### src/design/tpas_pkg.sv
// Shared constants for the touch poll averager: widths, register indexes,
// touch phase codes and register reset values. No dependencies.
package tpas_pkg;

  localparam int unsigned MAX_SAMPLES = 16;
  localparam int unsigned RAW_W       = 16;                    // raw sample width
  localparam int unsigned POS_W       = 10;                    // screen coordinate width
  localparam int unsigned CNT_W       = $clog2(MAX_SAMPLES + 1);
  localparam int unsigned SUM_W       = RAW_W + $clog2(MAX_SAMPLES);
  localparam int unsigned PROD_W      = RAW_W + POS_W;         // (raw - lo) * size
  localparam int unsigned DVD_W       = (PROD_W > SUM_W) ? PROD_W : SUM_W;
  localparam int unsigned CFG_IDX_W   = 3;
  localparam int unsigned CFG_DATA_W  = 16;

  // register indexes
  localparam logic [CFG_IDX_W-1:0] CFG_SAMPLE_COUNT  = 3'd0;
  localparam logic [CFG_IDX_W-1:0] CFG_MIN_SAMPLES   = 3'd1;
  localparam logic [CFG_IDX_W-1:0] CFG_RAW_MIN_X     = 3'd2;
  localparam logic [CFG_IDX_W-1:0] CFG_RAW_MAX_X     = 3'd3;
  localparam logic [CFG_IDX_W-1:0] CFG_RAW_MIN_Y     = 3'd4;
  localparam logic [CFG_IDX_W-1:0] CFG_RAW_MAX_Y     = 3'd5;
  localparam logic [CFG_IDX_W-1:0] CFG_SCREEN_WIDTH  = 3'd6;
  localparam logic [CFG_IDX_W-1:0] CFG_SCREEN_HEIGHT = 3'd7;

  // touch phase / status codes
  localparam logic [1:0] PH_NO_TOUCH = 2'd0;
  localparam logic [1:0] PH_PRESSED  = 2'd1;
  localparam logic [1:0] PH_HOLD     = 2'd2;
  localparam logic [1:0] PH_RELEASED = 2'd3;

  // register reset values
  localparam logic [4:0]       RST_SAMPLE_COUNT  = 5'd16;
  localparam logic [4:0]       RST_MIN_SAMPLES   = 5'd4;
  localparam logic [RAW_W-1:0] RST_RAW_MIN_X     = 16'd1500;
  localparam logic [RAW_W-1:0] RST_RAW_MAX_X     = 16'd30000;
  localparam logic [RAW_W-1:0] RST_RAW_MIN_Y     = 16'd1800;
  localparam logic [RAW_W-1:0] RST_RAW_MAX_Y     = 16'd29000;
  localparam logic [POS_W-1:0] RST_SCREEN_WIDTH  = 10'd320;
  localparam logic [POS_W-1:0] RST_SCREEN_HEIGHT = 10'd240;

endpackage

### src/design/tpas_serial_div.sv
// Bit-serial restoring divider: one quotient bit per cycle.
// Depends on tpas_pkg for the dividend and divisor widths.
module tpas_serial_div import tpas_pkg::*; (
  input  logic              clk_i,
  input  logic              rst_ni,
  input  logic              start_i,
  input  logic [DVD_W-1:0]  dividend_i,
  input  logic [RAW_W-1:0]  divisor_i,
  output logic              done_o,
  output logic [DVD_W-1:0]  quotient_o
);

  localparam int unsigned STEP_W = $clog2(DVD_W + 1);

  logic              busy_q, busy_d;
  logic              done_q, done_d;
  logic [STEP_W-1:0] cnt_q, cnt_d;
  logic [RAW_W-1:0]  rem_q, rem_d;
  logic [DVD_W-1:0]  dq_q, dq_d;        // dividend shifts out, quotient shifts in
  logic [RAW_W-1:0]  divisor_q, divisor_d;
  logic [RAW_W:0]    rem_sh, rem_sub;
  logic              ge;

  always_comb begin
    rem_sh    = {rem_q, dq_q[DVD_W-1]};
    rem_sub   = rem_sh - {1'b0, divisor_q};
    ge        = (rem_sh >= {1'b0, divisor_q});
    busy_d    = busy_q;
    done_d    = 1'b0;
    cnt_d     = cnt_q;
    rem_d     = rem_q;
    dq_d      = dq_q;
    divisor_d = divisor_q;
    if (start_i) begin
      busy_d    = 1'b1;
      cnt_d     = STEP_W'(DVD_W);
      rem_d     = '0;
      dq_d      = dividend_i;
      divisor_d = divisor_i;
    end else if (busy_q) begin
      rem_d = ge ? rem_sub[RAW_W-1:0] : rem_sh[RAW_W-1:0];
      dq_d  = {dq_q[DVD_W-2:0], ge};
      cnt_d = cnt_q - 1'b1;
      if (cnt_q == STEP_W'(1)) begin
        busy_d = 1'b0;
        done_d = 1'b1;
      end
    end
  end

  always_ff @(posedge clk_i or negedge rst_ni) begin
    if (!rst_ni) begin
      busy_q <= 1'b0;
      done_q <= 1'b0;
      cnt_q  <= '0;
    end else begin
      busy_q <= busy_d;
      done_q <= done_d;
      cnt_q  <= cnt_d;
    end
  end

  always_ff @(posedge clk_i) begin
    rem_q     <= rem_d;
    dq_q      <= dq_d;
    divisor_q <= divisor_d;
  end

  assign done_o     = done_q;
  assign quotient_o = dq_q;

endmodule

### src/design/tpas_serial_mul.sv
// Shift-and-add multiplier: one multiplier bit per cycle.
// Depends on tpas_pkg for operand and product widths.
module tpas_serial_mul import tpas_pkg::*; (
  input  logic              clk_i,
  input  logic              rst_ni,
  input  logic              start_i,
  input  logic [RAW_W-1:0]  a_i,
  input  logic [POS_W-1:0]  b_i,
  output logic              done_o,
  output logic [PROD_W-1:0] product_o
);

  localparam int unsigned STEP_W = $clog2(POS_W + 1);

  logic              busy_q, busy_d;
  logic              done_q, done_d;
  logic [STEP_W-1:0] cnt_q, cnt_d;
  logic [PROD_W-1:0] acc_q, acc_d;
  logic [PROD_W-1:0] a_q, a_d;          // multiplicand, shifts left
  logic [POS_W-1:0]  b_q, b_d;          // multiplier, shifts right

  always_comb begin
    busy_d = busy_q;
    done_d = 1'b0;
    cnt_d  = cnt_q;
    acc_d  = acc_q;
    a_d    = a_q;
    b_d    = b_q;
    if (start_i) begin
      busy_d = 1'b1;
      cnt_d  = STEP_W'(POS_W);
      acc_d  = '0;
      a_d    = PROD_W'(a_i);
      b_d    = b_i;
    end else if (busy_q) begin
      if (b_q[0]) acc_d = acc_q + a_q;
      a_d   = {a_q[PROD_W-2:0], 1'b0};
      b_d   = {1'b0, b_q[POS_W-1:1]};
      cnt_d = cnt_q - 1'b1;
      if (cnt_q == STEP_W'(1)) begin
        busy_d = 1'b0;
        done_d = 1'b1;
      end
    end
  end

  always_ff @(posedge clk_i or negedge rst_ni) begin
    if (!rst_ni) begin
      busy_q <= 1'b0;
      done_q <= 1'b0;
      cnt_q  <= '0;
    end else begin
      busy_q <= busy_d;
      done_q <= done_d;
      cnt_q  <= cnt_d;
    end
  end

  always_ff @(posedge clk_i) begin
    acc_q <= acc_d;
    a_q   <= a_d;
    b_q   <= b_d;
  end

  assign done_o    = done_q;
  assign product_o = acc_q;

endmodule

### src/design/touch_poll_average_scale_top.sv
// Touch poll averager top level: accumulation, phase tracking, sequencer.
// Depends on tpas_pkg, tpas_serial_div and tpas_serial_mul.
// Sequencing: a sample that does not end a poll is only accumulated. A poll end
// with too few samples goes straight to the output register; a valid poll runs
// the bit-serial divider (26 steps, used twice per axis) and the 10-step
// multiplier, axes done one after the other.
// Throughput: one request at a time while a poll end is being worked out.
// Reset (async, active low): registers at defaults, phase no_touch, sums clear.
module touch_poll_average_scale_top import tpas_pkg::*; (
  input  logic                  clk_i,
  input  logic                  rst_ni,
  // sample channel
  input  logic                  in_valid_i,
  output logic                  in_ready_o,
  input  logic [RAW_W-1:0]      sample_x_i,
  input  logic [RAW_W-1:0]      sample_y_i,
  input  logic                  pen_up_i,
  // result channel
  output logic                  out_valid_o,
  input  logic                  out_ready_i,
  output logic [POS_W-1:0]      pos_x_o,
  output logic [POS_W-1:0]      pos_y_o,
  output logic [1:0]            touch_status_o,
  // configuration
  input  logic                  cfg_we_i,
  input  logic [CFG_IDX_W-1:0]  cfg_index_i,
  input  logic [CFG_DATA_W-1:0] cfg_data_i
);

  // sequencer states
  localparam logic [2:0] ST_IDLE   = 3'd0;  // taking samples
  localparam logic [2:0] ST_LOAD   = 3'd1;  // start sum / taken for current axis
  localparam logic [2:0] ST_AVG    = 3'd2;  // averaging divide running
  localparam logic [2:0] ST_CLAMP  = 3'd3;  // clamp to window, start multiply
  localparam logic [2:0] ST_MUL    = 3'd4;  // scale multiply running
  localparam logic [2:0] ST_SCALE  = 3'd5;  // divide by span running
  localparam logic [2:0] ST_FINISH = 3'd6;  // hand result to output register

  // configuration registers
  logic [4:0]       sample_count_q, min_samples_q;
  logic [RAW_W-1:0] raw_min_x_q, raw_max_x_q, raw_min_y_q, raw_max_y_q;
  logic [POS_W-1:0] screen_width_q, screen_height_q;

  always_ff @(posedge clk_i or negedge rst_ni) begin
    if (!rst_ni) begin
      sample_count_q  <= RST_SAMPLE_COUNT;
      min_samples_q   <= RST_MIN_SAMPLES;
      raw_min_x_q     <= RST_RAW_MIN_X;
      raw_max_x_q     <= RST_RAW_MAX_X;
      raw_min_y_q     <= RST_RAW_MIN_Y;
      raw_max_y_q     <= RST_RAW_MAX_Y;
      screen_width_q  <= RST_SCREEN_WIDTH;
      screen_height_q <= RST_SCREEN_HEIGHT;
    end else if (cfg_we_i) begin
      case (cfg_index_i)
        CFG_SAMPLE_COUNT:  sample_count_q  <= cfg_data_i[4:0];
        CFG_MIN_SAMPLES:   min_samples_q   <= cfg_data_i[4:0];
        CFG_RAW_MIN_X:     raw_min_x_q     <= cfg_data_i;
        CFG_RAW_MAX_X:     raw_max_x_q     <= cfg_data_i;
        CFG_RAW_MIN_Y:     raw_min_y_q     <= cfg_data_i;
        CFG_RAW_MAX_Y:     raw_max_y_q     <= cfg_data_i;
        CFG_SCREEN_WIDTH:  screen_width_q  <= cfg_data_i[POS_W-1:0];
        CFG_SCREEN_HEIGHT: screen_height_q <= cfg_data_i[POS_W-1:0];
        default: ;
      endcase
    end
  end

  // effective limits: sample_count in 1..MAX_SAMPLES, min_samples at least 1
  logic [4:0] limit, need;
  always_comb begin
    limit = sample_count_q;
    if (sample_count_q == 5'd0) limit = 5'd1;
    else if (sample_count_q > 5'(MAX_SAMPLES)) limit = 5'(MAX_SAMPLES);
    need = (min_samples_q == 5'd0) ? 5'd1 : min_samples_q;
  end

  // state
  logic [2:0]       state_q, state_d;
  logic             axis_q, axis_d;           // 0: X, 1: Y
  logic [1:0]       phase_q, phase_d;
  logic [1:0]       status_q, status_d;       // status of the poll in flight
  logic [SUM_W-1:0] sum_x_q, sum_x_d, sum_y_q, sum_y_d;
  logic [CNT_W-1:0] taken_q, taken_d;
  logic [POS_W-1:0] prev_x_q, prev_x_d, prev_y_q, prev_y_d;
  logic             out_valid_q, out_valid_d;
  logic [POS_W-1:0] out_x_q, out_x_d, out_y_q, out_y_d;
  logic [1:0]       out_st_q, out_st_d;
  logic [RAW_W-1:0] avg_q, avg_d;

  // arithmetic units
  logic              div_start, div_done;
  logic [DVD_W-1:0]  div_dividend, div_quot;
  logic [RAW_W-1:0]  div_divisor;
  logic              mul_start, mul_done;
  logic [RAW_W-1:0]  mul_a;
  logic [POS_W-1:0]  mul_b;
  logic [PROD_W-1:0] mul_prod;

  tpas_serial_div u_div (
    .clk_i      (clk_i),
    .rst_ni     (rst_ni),
    .start_i    (div_start),
    .dividend_i (div_dividend),
    .divisor_i  (div_divisor),
    .done_o     (div_done),
    .quotient_o (div_quot)
  );

  tpas_serial_mul u_mul (
    .clk_i     (clk_i),
    .rst_ni    (rst_ni),
    .start_i   (mul_start),
    .a_i       (mul_a),
    .b_i       (mul_b),
    .done_o    (mul_done),
    .product_o (mul_prod)
  );

  // per-axis calibration selection
  logic [RAW_W-1:0] lo, hi, clamped, span;
  logic [POS_W-1:0] size;
  logic             span_ok;
  always_comb begin
    lo      = axis_q ? raw_min_y_q : raw_min_x_q;
    hi      = axis_q ? raw_max_y_q : raw_max_x_q;
    size    = axis_q ? screen_height_q : screen_width_q;
    span_ok = (hi > lo);
    span    = hi - lo;
    clamped = avg_q;
    if (avg_q < lo) clamped = lo;
    else if (avg_q > hi) clamped = hi;
  end

  logic             in_acc, out_acc;
  logic [CNT_W-1:0] taken_inc;
  logic             poll_end;

  assign in_ready_o = (state_q == ST_IDLE);
  assign in_acc     = in_valid_i && in_ready_o;
  assign out_acc    = out_valid_q && out_ready_i;
  assign taken_inc  = taken_q + 1'b1;

  always_comb begin
    state_d      = state_q;
    axis_d       = axis_q;
    phase_d      = phase_q;
    status_d     = status_q;
    sum_x_d      = sum_x_q;
    sum_y_d      = sum_y_q;
    taken_d      = taken_q;
    prev_x_d     = prev_x_q;
    prev_y_d     = prev_y_q;
    out_valid_d  = out_acc ? 1'b0 : out_valid_q;
    out_x_d      = out_x_q;
    out_y_d      = out_y_q;
    out_st_d     = out_st_q;
    avg_d        = avg_q;
    div_start    = 1'b0;
    div_dividend = DVD_W'(axis_q ? sum_y_q : sum_x_q);
    div_divisor  = RAW_W'(taken_q);
    mul_start    = 1'b0;
    mul_a        = clamped - lo;
    mul_b        = size;
    poll_end     = 1'b0;

    case (state_q)
      ST_IDLE: begin
        if (in_acc) begin
          if (pen_up_i) begin
            poll_end = 1'b1;
          end else begin
            sum_x_d  = sum_x_q + SUM_W'(sample_x_i);
            sum_y_d  = sum_y_q + SUM_W'(sample_y_i);
            taken_d  = taken_inc;
            poll_end = (5'(taken_inc) >= limit);
          end
          if (poll_end) begin
            axis_d = 1'b0;
            if (5'(taken_d) < need) begin
              // too few samples: repeat previous position
              status_d = (phase_q == PH_NO_TOUCH) ? PH_NO_TOUCH : PH_RELEASED;
              phase_d  = PH_NO_TOUCH;
              state_d  = ST_FINISH;
            end else begin
              case (phase_q)
                PH_NO_TOUCH, PH_PRESSED: begin
                  status_d = PH_PRESSED;
                  phase_d  = PH_HOLD;
                end
                PH_RELEASED: begin
                  status_d = PH_RELEASED;
                  phase_d  = PH_NO_TOUCH;
                end
                default: status_d = PH_HOLD;
              endcase
              state_d = ST_LOAD;
            end
          end
        end
      end
      ST_LOAD: begin
        div_start = 1'b1;
        state_d   = ST_AVG;
      end
      ST_AVG: begin
        if (div_done) begin
          avg_d   = div_quot[RAW_W-1:0];
          state_d = ST_CLAMP;
        end
      end
      ST_CLAMP: begin
        if (span_ok) begin
          mul_start = 1'b1;
          state_d   = ST_MUL;
        end else begin
          // zero or inverted span: coordinate is 0
          if (axis_q) prev_y_d = '0;
          else        prev_x_d = '0;
          axis_d  = 1'b1;
          state_d = axis_q ? ST_FINISH : ST_LOAD;
        end
      end
      ST_MUL: begin
        if (mul_done) begin
          div_start    = 1'b1;
          div_dividend = DVD_W'(mul_prod);
          div_divisor  = span;
          state_d      = ST_SCALE;
        end
      end
      ST_SCALE: begin
        if (div_done) begin
          if (axis_q) prev_y_d = div_quot[POS_W-1:0];
          else        prev_x_d = div_quot[POS_W-1:0];
          axis_d  = 1'b1;
          state_d = axis_q ? ST_FINISH : ST_LOAD;
        end
      end
      ST_FINISH: begin
        // wait for the output register to free up
        if (!out_valid_q || out_ready_i) begin
          out_valid_d = 1'b1;
          out_x_d     = prev_x_q;
          out_y_d     = prev_y_q;
          out_st_d    = status_q;
          sum_x_d     = '0;
          sum_y_d     = '0;
          taken_d     = '0;
          state_d     = ST_IDLE;
        end
      end
      default: state_d = ST_IDLE;
    endcase
  end

  always_ff @(posedge clk_i or negedge rst_ni) begin
    if (!rst_ni) begin
      state_q     <= ST_IDLE;
      axis_q      <= 1'b0;
      phase_q     <= PH_NO_TOUCH;
      status_q    <= PH_NO_TOUCH;
      sum_x_q     <= '0;
      sum_y_q     <= '0;
      taken_q     <= '0;
      prev_x_q    <= '0;
      prev_y_q    <= '0;
      out_valid_q <= 1'b0;
    end else begin
      state_q     <= state_d;
      axis_q      <= axis_d;
      phase_q     <= phase_d;
      status_q    <= status_d;
      sum_x_q     <= sum_x_d;
      sum_y_q     <= sum_y_d;
      taken_q     <= taken_d;
      prev_x_q    <= prev_x_d;
      prev_y_q    <= prev_y_d;
      out_valid_q <= out_valid_d;
    end
  end

  always_ff @(posedge clk_i) begin
    out_x_q  <= out_x_d;
    out_y_q  <= out_y_d;
    out_st_q <= out_st_d;
    avg_q    <= avg_d;
  end

  assign out_valid_o    = out_valid_q;
  assign pos_x_o        = out_x_q;
  assign pos_y_o        = out_y_q;
  assign touch_status_o = out_st_q;

endmodule

### config.mk
export PLATFORM = sky130hd
export DESIGN_NAME = touch_poll_average_scale_top
export DESIGN_NICKNAME = d
export VERILOG_FILES = /design/src/design/tpas_pkg.sv /design/src/design/tpas_serial_div.sv /design/src/design/tpas_serial_mul.sv /design/src/design/touch_poll_average_scale_top.sv
export SDC_FILE = /design/constraint.sdc
export NUM_CORES = 1
export LEC_CHECK = 0
export ABC_AREA = 1
export BUFFER_PORTS_ARGS = -buffer_cell sky130_fd_sc_hd__buf_4
export CAP_MARGIN = 0
export CORE_ASPECT_RATIO = 1.25
export CORE_MARGIN = 8
export CORE_UTILIZATION = 30
export CTS_CLUSTER_DIAMETER = 80
export CTS_CLUSTER_SIZE = 12
export DETAILED_ROUTE_END_ITERATION = 7
export GPL_ROUTABILITY_DRIVEN = 1
export PLACE_DENSITY_LB_ADDON = 0.3
export SKIP_LAST_GASP = 1
export SLEW_MARGIN = 10
export SYNTH_ARGS = -nofsm -noshare
export SYNTH_HDL_FRONTEND = slang
export SYNTH_HIERARCHICAL = 1
export SYNTH_SLANG_ARGS = --single-unit
### constraint.sdc
create_clock -name clk_i -period 5.85 [get_ports clk_i]
set_input_delay 0.8775 -clock clk_i [delete_from_list [all_inputs] [get_ports clk_i]]
set_output_delay 0.8775 -clock clk_i [all_outputs]
set_load 0.02 [all_outputs]
# Yosys cells after proc, flatten, opt, wreduce, memory -nomap -nowiden

Cells that the tools add are included.

Register bits after elaboration: 339
Input port bits: 57
Output and inout bits: 24
Logic and storage cells: 206

$add $sub $neg: 9
$lt $le $gt $ge: 7
Equality and inequality tests: 29
Mux-type cells: 89
Reduce and logical (&&, ||, !) cells: 36

Operator list:

| kind                 | number |
|---|---|
| $mux W20             | 6 |
| $mux W16             | 7 |
| $mux W10             | 11 |
| $mux W26             | 4 |
| $pmux W20 S2         | 2 |
| $mux W5              | 12 |
| $sub A16 B16 Y16     | 3 |
| $add A20 B16 Y20     | 2 |
| $pmux W10 S2         | 2 |
| $gt A16 B16 Y1       | 2 |
| $mux W3              | 9 |
| $add A26 B26 Y26     | 1 |
| $mux W1              | 25 |
| $reduce_and A2 Y1    | 12 |
| $eq A3 B3 Y1 const B | 7 |
| $pmux W3 S7          | 1 |
| $ge A17 B16 Y1       | 1 |
| $lt A16 B16 Y1       | 1 |
| $reduce_and A5 Y1    | 3 |
| $ne A2 B2 Y1 const B | 7 |
| $eq A3 B2 Y1 const B | 4 |
| $logic_not A5 Y1     | 2 |
| $ne A2 B1 Y1 const B | 5 |
| $pmux W5 S2          | 1 |
| other kinds (27)     | 40 |

# Longest topological paths before layout

Depth after elaboration: 10
Mapped depth: 32
Mapped depth without buffers: 30

# Cells and area by module

Netlist, hierarchy kept.

Modules (own cells, without submodules):

| module                       | times used | cells an instance | area each (µm²) | seq. area each (µm²) |
|---|---|---|---|---|
| touch_poll_average_scale_top | 1          | 1630              | 13026.2         | 5360.1 |
| tpas_serial_mul              | 1          | 683               | 4509.3          | 1651.6 |
| tpas_serial_div              | 1          | 481               | 3842.4          | 1756.7 |

# Least setup slack after synthesis

No wires, ideal clock.

Path kind: reg-to-reg
Start point: register axis_q
End point: register u_mul.a_q[12] (data pin)
Arrival time: 3.839 ns
Setup slack: 1.758 ns
Stages on the path, launching flop included: 25
Path buffers: 3
Cells stage by stage: dfrtp_1 -> buf_6 -> buf_2 -> mux2i_1 -> ha_1 -> nand2_1 -> inv_1 -> o21ai_0 -> a21oi_1 -> nor4_1 -> nand2_2 -> buf_6 -> o211ai_1 -> o21ai_1 -> ha_1 -> fa_1 -> o21ai_0 -> nand3_1 -> nand2_1 -> a21o_1 -> nand3_1 -> nand2_1 -> xor2_1 -> nand2_1 -> nand2_1

Longest elaborated chain between the ends: 6

Ends and longest elaborated chain:

| element                  | RTL line                            | text |
|---|---|---|
| start: declaration       | touch_poll_average_scale_top.sv:80  | `logic axis_q, axis_d;` |
| start signal: assignment | touch_poll_average_scale_top.sv:271 | `axis_q <= axis_d;` |
| $mux W16                 | touch_poll_average_scale_top.sv:126 | `hi = axis_q ? raw_max_y_q : raw_max_x_q;` |
| $gt A16 B16 Y1           | touch_poll_average_scale_top.sv:132 | `else if (avg_q > hi) clamped = hi;` |
| $mux W16                 | touch_poll_average_scale_top.sv:132 |  |
| $mux W16                 | touch_poll_average_scale_top.sv:131 | `if (avg_q < lo) clamped = lo;` |
| $sub A16 B16 Y16 *       | touch_poll_average_scale_top.sv:163 | `mul_a = clamped - lo;` |
| named net mul_a[12]      | touch_poll_average_scale_top.sv:96  | `logic [RAW_W-1:0] mul_a;` |
| $mux W16 *               | tpas_serial_mul.sv:29               | `if (start_i) begin` |
| named net u_mul.a_d[12]  | tpas_serial_mul.sv:19               | `logic [PROD_W-1:0] a_q, a_d;` |
| end signal: assignment   | tpas_serial_mul.sv:61               | `a_q <= a_d;` |
| end: declaration         | tpas_serial_mul.sv:19               |  |

The timed path passes the listed nets; every way through them passes the cells marked *.
A chain may end at the register's enable or synchronous reset.

# Final worst setup path

Ends and elaborated chain as after synthesis.

==> impl_metrics.sql <==
INSERT INTO impl_metrics (metric_group, metric, value, unit) VALUES
('timing', 'relSlewSlack', '24.0', '%'),
('route', 'route.vias.total', '17957', ''),
('global_routing', 'grt_start_max_net_pins', '74', ''),
('pwr', 'net-switching-power', '1860', 'uW'),
('route', 'routedWlPerCell', '16.2', 'um'),
('clock_network', 'ctsResizeCount', '0', ''),
('worst_setup_path', 'worst-endpoint-required', '6.26', 'ns'),
('worst_setup_path', 'reg2regPathDepth', '22', ''),
('placement', 'detailed_place_hpwl', '47600', 'um'),
('clock_network', 'insertion_delay', '0.56', 'ns'),
('pwr', 'peakVddDrop', '166', 'uV'),
('placement', 'gp_congestion', '0.911', ''),
('worst_setup_path', 'critical_path.startpoint_type', 'register', ''),
('worst_setup_path', 'worstPathMaxFanout', '32', ''),
('worst_setup_path', 'kind_of_critical_path', 'reg -> reg', ''),
('route', 'count_of_antenna_violating_nets_left_after_detailed_routing', '0', ''),
('floorplan', 'std_cell_rows', '109', ''),
('yosys', 'synth.yosys.warnings', '6', ''),
('pwr', 'intPower', '4250', 'uW'),
('floorplan', 'core_area', '0.0706', 'mm^2'),
('timing', 'hold_viol_final', '0', ''),
('timing', 'setup-tns-final', '0', 'ns'),
('yosys', 'synthesized_net_count', '3007', ''),
('worst_hold_path', 'min_path_type', 'in -> async', ''),
('floorplan', 'die_area', '0.0801', 'mm^2'),
('yosys', 'asyncSetResetFlopFracSynth', '53.3', '%'),
('timing', 'grt_setup_unrepaired', 'false', ''),
('final_layout', 'drive_gt1_share', '9.83', '%'),
('final_layout', 'area_delta_synth_final', '11.9', '%'),
('pwr', 'clock_power_share', '35.2', '%'),
('yosys', 'post-synth-top-area-fraction', '17.3', '%'),
('yosys', 'synth_sequential_area_ratio', '41.0', '%'),
('clock_network', 'postCtsSetupBuffers', '0', ''),
('final_layout', 'layout_cells_excl_fill', '3812', ''),
('pwr', 'power.share.switching', '30.5', '%'),
('worst_setup_path', 'worst_path_largest_cell_delay', '0.49', 'ns'),
('route', 'firstDrtPassIters', '5', ''),
('worst_setup_path', 'worst-r2r-setup-slack', '1.09', 'ns'),
('global_routing', 'grt-ovfl-total', '0', ''),
('pwr', 'cellPowerDensity', '255', 'mW/mm^2'),
('route', 'drt_iter0_markers', '1106', ''),
('yosys', 'synth-edff-count', '106', ''),
('clock_network', 'clock_sink_count', '338', ''),
('worst_setup_path', 'path_common_cell', 'sky130_fd_sc_hd__nand2_1', ''),
('yosys', 'synth-main-ff-cell', 'sky130_fd_sc_hd__dfrtp_1', ''),
('route', 'vias_per_cell', '4.71', ''),
('worst_setup_path', 'timing.critical_path.slowest_stage_cell', 'sky130_fd_sc_hd__nor4_1', ''),
('global_routing', 'globalRouteTotalUtil', '15.3', '%'),
('run_status', 'run_status', 'completed', ''),
('floorplan', 'start_util', '30.3', '%'),
('yosys', 'syn-instance-count', '2794', ''),
('worst_setup_path', 'end_kind', 'register', ''),
('worst_setup_path', 'reg2reg_to', 'u_mul/a_q[12]$_DFFE_PP_', ''),
('yosys', 'synth_cell_type_count', '63', ''),
('yosys', 'synth.largest_area_cell', 'sky130_fd_sc_hd__dfrtp_1', ''),
('yosys', 'yosys_register_bits', '338', ''),
('global_routing', 'grt_pass1_wl', '97700', 'um'),
('pwr', 'cellLeakagePower', '0.0115', 'uW'),
('clock_network', 'numCtsBuffers', '35', ''),
('route', 'post-route-drc-count', '0', ''),
('clock_network', 'cts_tree', 'yes', ''),
('timing', 'fin_crit', '4.76', 'ns'),
('global_routing', 'antenna_found_initial', '0', ''),
('run', 'max-cap-violations', '0', ''),
('timing', 'highest_clock_rate', '0.210', 'GHz'),
('yosys', 'synth_area_per_cell', '7.65', 'um^2'),
('timing', 'finalCritPeriodShare', '81.3', '%'),
('final_layout', 'mostFrequentLayoutCell', 'sky130_fd_sc_hd__nand2_1', ''),
('timing', 'clock-skew-final', '0.0286', 'ns'),
('worst_setup_path', 'critical_path.endpoint', 'u_mul/a_q[12]$_DFFE_PP_', ''),
('clock_network', 'cts.root.buffer_cell', 'sky130_fd_sc_hd__clkbuf_16', '');
## final cells by class
cell class	instances	area (um^2)
inverter	312	1180
fill	7669	46700
clock inverter	8	90.1
multi-input combinational	2063	11000
clock buffer	54	947
timing repair buffer	94	712
tap	943	1180
sequential	338	8770
## cell usage after synthesis (13+ instances only)
master / count
sky130_fd_sc_hd__nand2_1: 872
sky130_fd_sc_hd__inv_1: 298
sky130_fd_sc_hd__o211ai_1: 18
sky130_fd_sc_hd__mux2i_1: 13
sky130_fd_sc_hd__dfstp_2: 32
sky130_fd_sc_hd__nor2_1: 216
sky130_fd_sc_hd__a31oi_1: 24
sky130_fd_sc_hd__o21ai_0: 213
sky130_fd_sc_hd__a21oi_1: 119
sky130_fd_sc_hd__xnor2_1: 14
sky130_fd_sc_hd__clkbuf_1: 47
sky130_fd_sc_hd__or2_2: 18
sky130_fd_sc_hd__nand2_2: 31
sky130_fd_sc_hd__buf_2: 17
sky130_fd_sc_hd__nand3b_1: 23
sky130_fd_sc_hd__xor2_1: 30
sky130_fd_sc_hd__dfxtp_1: 52
sky130_fd_sc_hd__nand4_1: 20
sky130_fd_sc_hd__a21o_1: 16
sky130_fd_sc_hd__ha_1: 150
sky130_fd_sc_hd__o21ai_1: 55
sky130_fd_sc_hd__nor3_1: 14
sky130_fd_sc_hd__dfrtp_1: 148
sky130_fd_sc_hd__nand3_1: 109
sky130_fd_sc_hd__edfxtp_1: 106
## power by group through the flow
stage	clock network, uW	logic (uW)	registers, uW
3_3_place_gp	0	1280	2710
2_1_floorplan	0	961	2670
4_1_cts	2230	1290	2670
3_5_place_dp	0	1290	2710
6_report	2150	1290	2670
5_1_grt	2310	1480	2680
## state kept, by name, indices dropped and copies added, names as in the netlist, 10 cells and up
signal            cells
u_div/quotient_o     26
u_mul/a_q            26
u_mul/product_o      26
sum_x_q              20
sum_y_q              20
avg_q                16
raw_max_x_q          16
raw_max_y_q          16
raw_min_x_q          16
raw_min_y_q          16
u_div/divisor_q      16
u_div/rem_q          16
pos_x_o              10
pos_y_o              10
prev_x_q             10
prev_y_q             10
screen_height_q      10
screen_width_q       10
u_mul/b_q            10
## routing by layer
layer | vias to the layer above | routed length [um] | global-route usage (%)
met5 | - | 0 | 0
met3 | 89 | 1860 | 1.85
li1 | 9231 | - | -
met4 | 0 | 1760 | 4.67
met2 | 301 | 30800 | 27.1
met1 | 8336 | 27400 | 19.2
## worst min path at each step
stage                                 start                            end  slack, ns  cells past startpoint
floorplan           status_q[0]$_DFFE_PN0P_    touch_status_o[0]$_DFFE_PP_       0.42                      0
CTS                                  rst_ni  screen_width_q[5]$_DFFE_PN0P_       0.35                      1
global placement    status_q[0]$_DFFE_PN0P_    touch_status_o[0]$_DFFE_PP_       0.42                      0
detailed placement  prev_x_q[1]$_DFFE_PN0P_           pos_x_o[1]$_DFFE_PP_       0.43                      0
finish                               rst_ni    raw_min_x_q[15]$_DFFE_PN0P_       0.34                      1
global route                         rst_ni  screen_width_q[7]$_DFFE_PN0P_       0.38                      1
## cell families (layout without fill, tap and decap cells)
family / after synthesis / in the layout / synth area share [%]
AOI/OAI and AO/OA: 494 / 494 / 12.8
and+or+nand+nor: 1355 / 1355 / 26.9
adders and majority gates: 156 / 156 / 9.34
buffers and inverters: 393 / 468 / 7.43
muxes: 14 / 14 / 0.661
DFF: 338 / 338 / 41.0
xor gates and xnor gates: 44 / 44 / 1.80
## stage by stage
stage	worst slack (ns)	hold WS (ns)	cell area [um^2]	power, uW	util (%)
floorplan	1.76	0.419	21400	3630	-
global placement	1.26	0.424	22900	4000	32.4
detailed placement	1.19	0.430	22900	4000	32.4
CTS	1.15	0.346	23900	6190	33.9
global route	0.738	0.377	23900	6460	33.9
finish	1.09	0.341	23900	6110	33.9
## worst max-delay path: cells and delay by family (launching register included)
family,cells,cell delay [ns]
XOR/XNOR,1,0.15
adder cells (fa/ha/maj),3,0.93
AND/OR/NAND/NOR,9,1.36
multiplexers,1,0.43
flip-flops,1,0.39
buffers and inverters,2,0.40
AO/OA/AOI/OAI,6,0.89
Note: power is estimated with default switching activity, not from simulation.
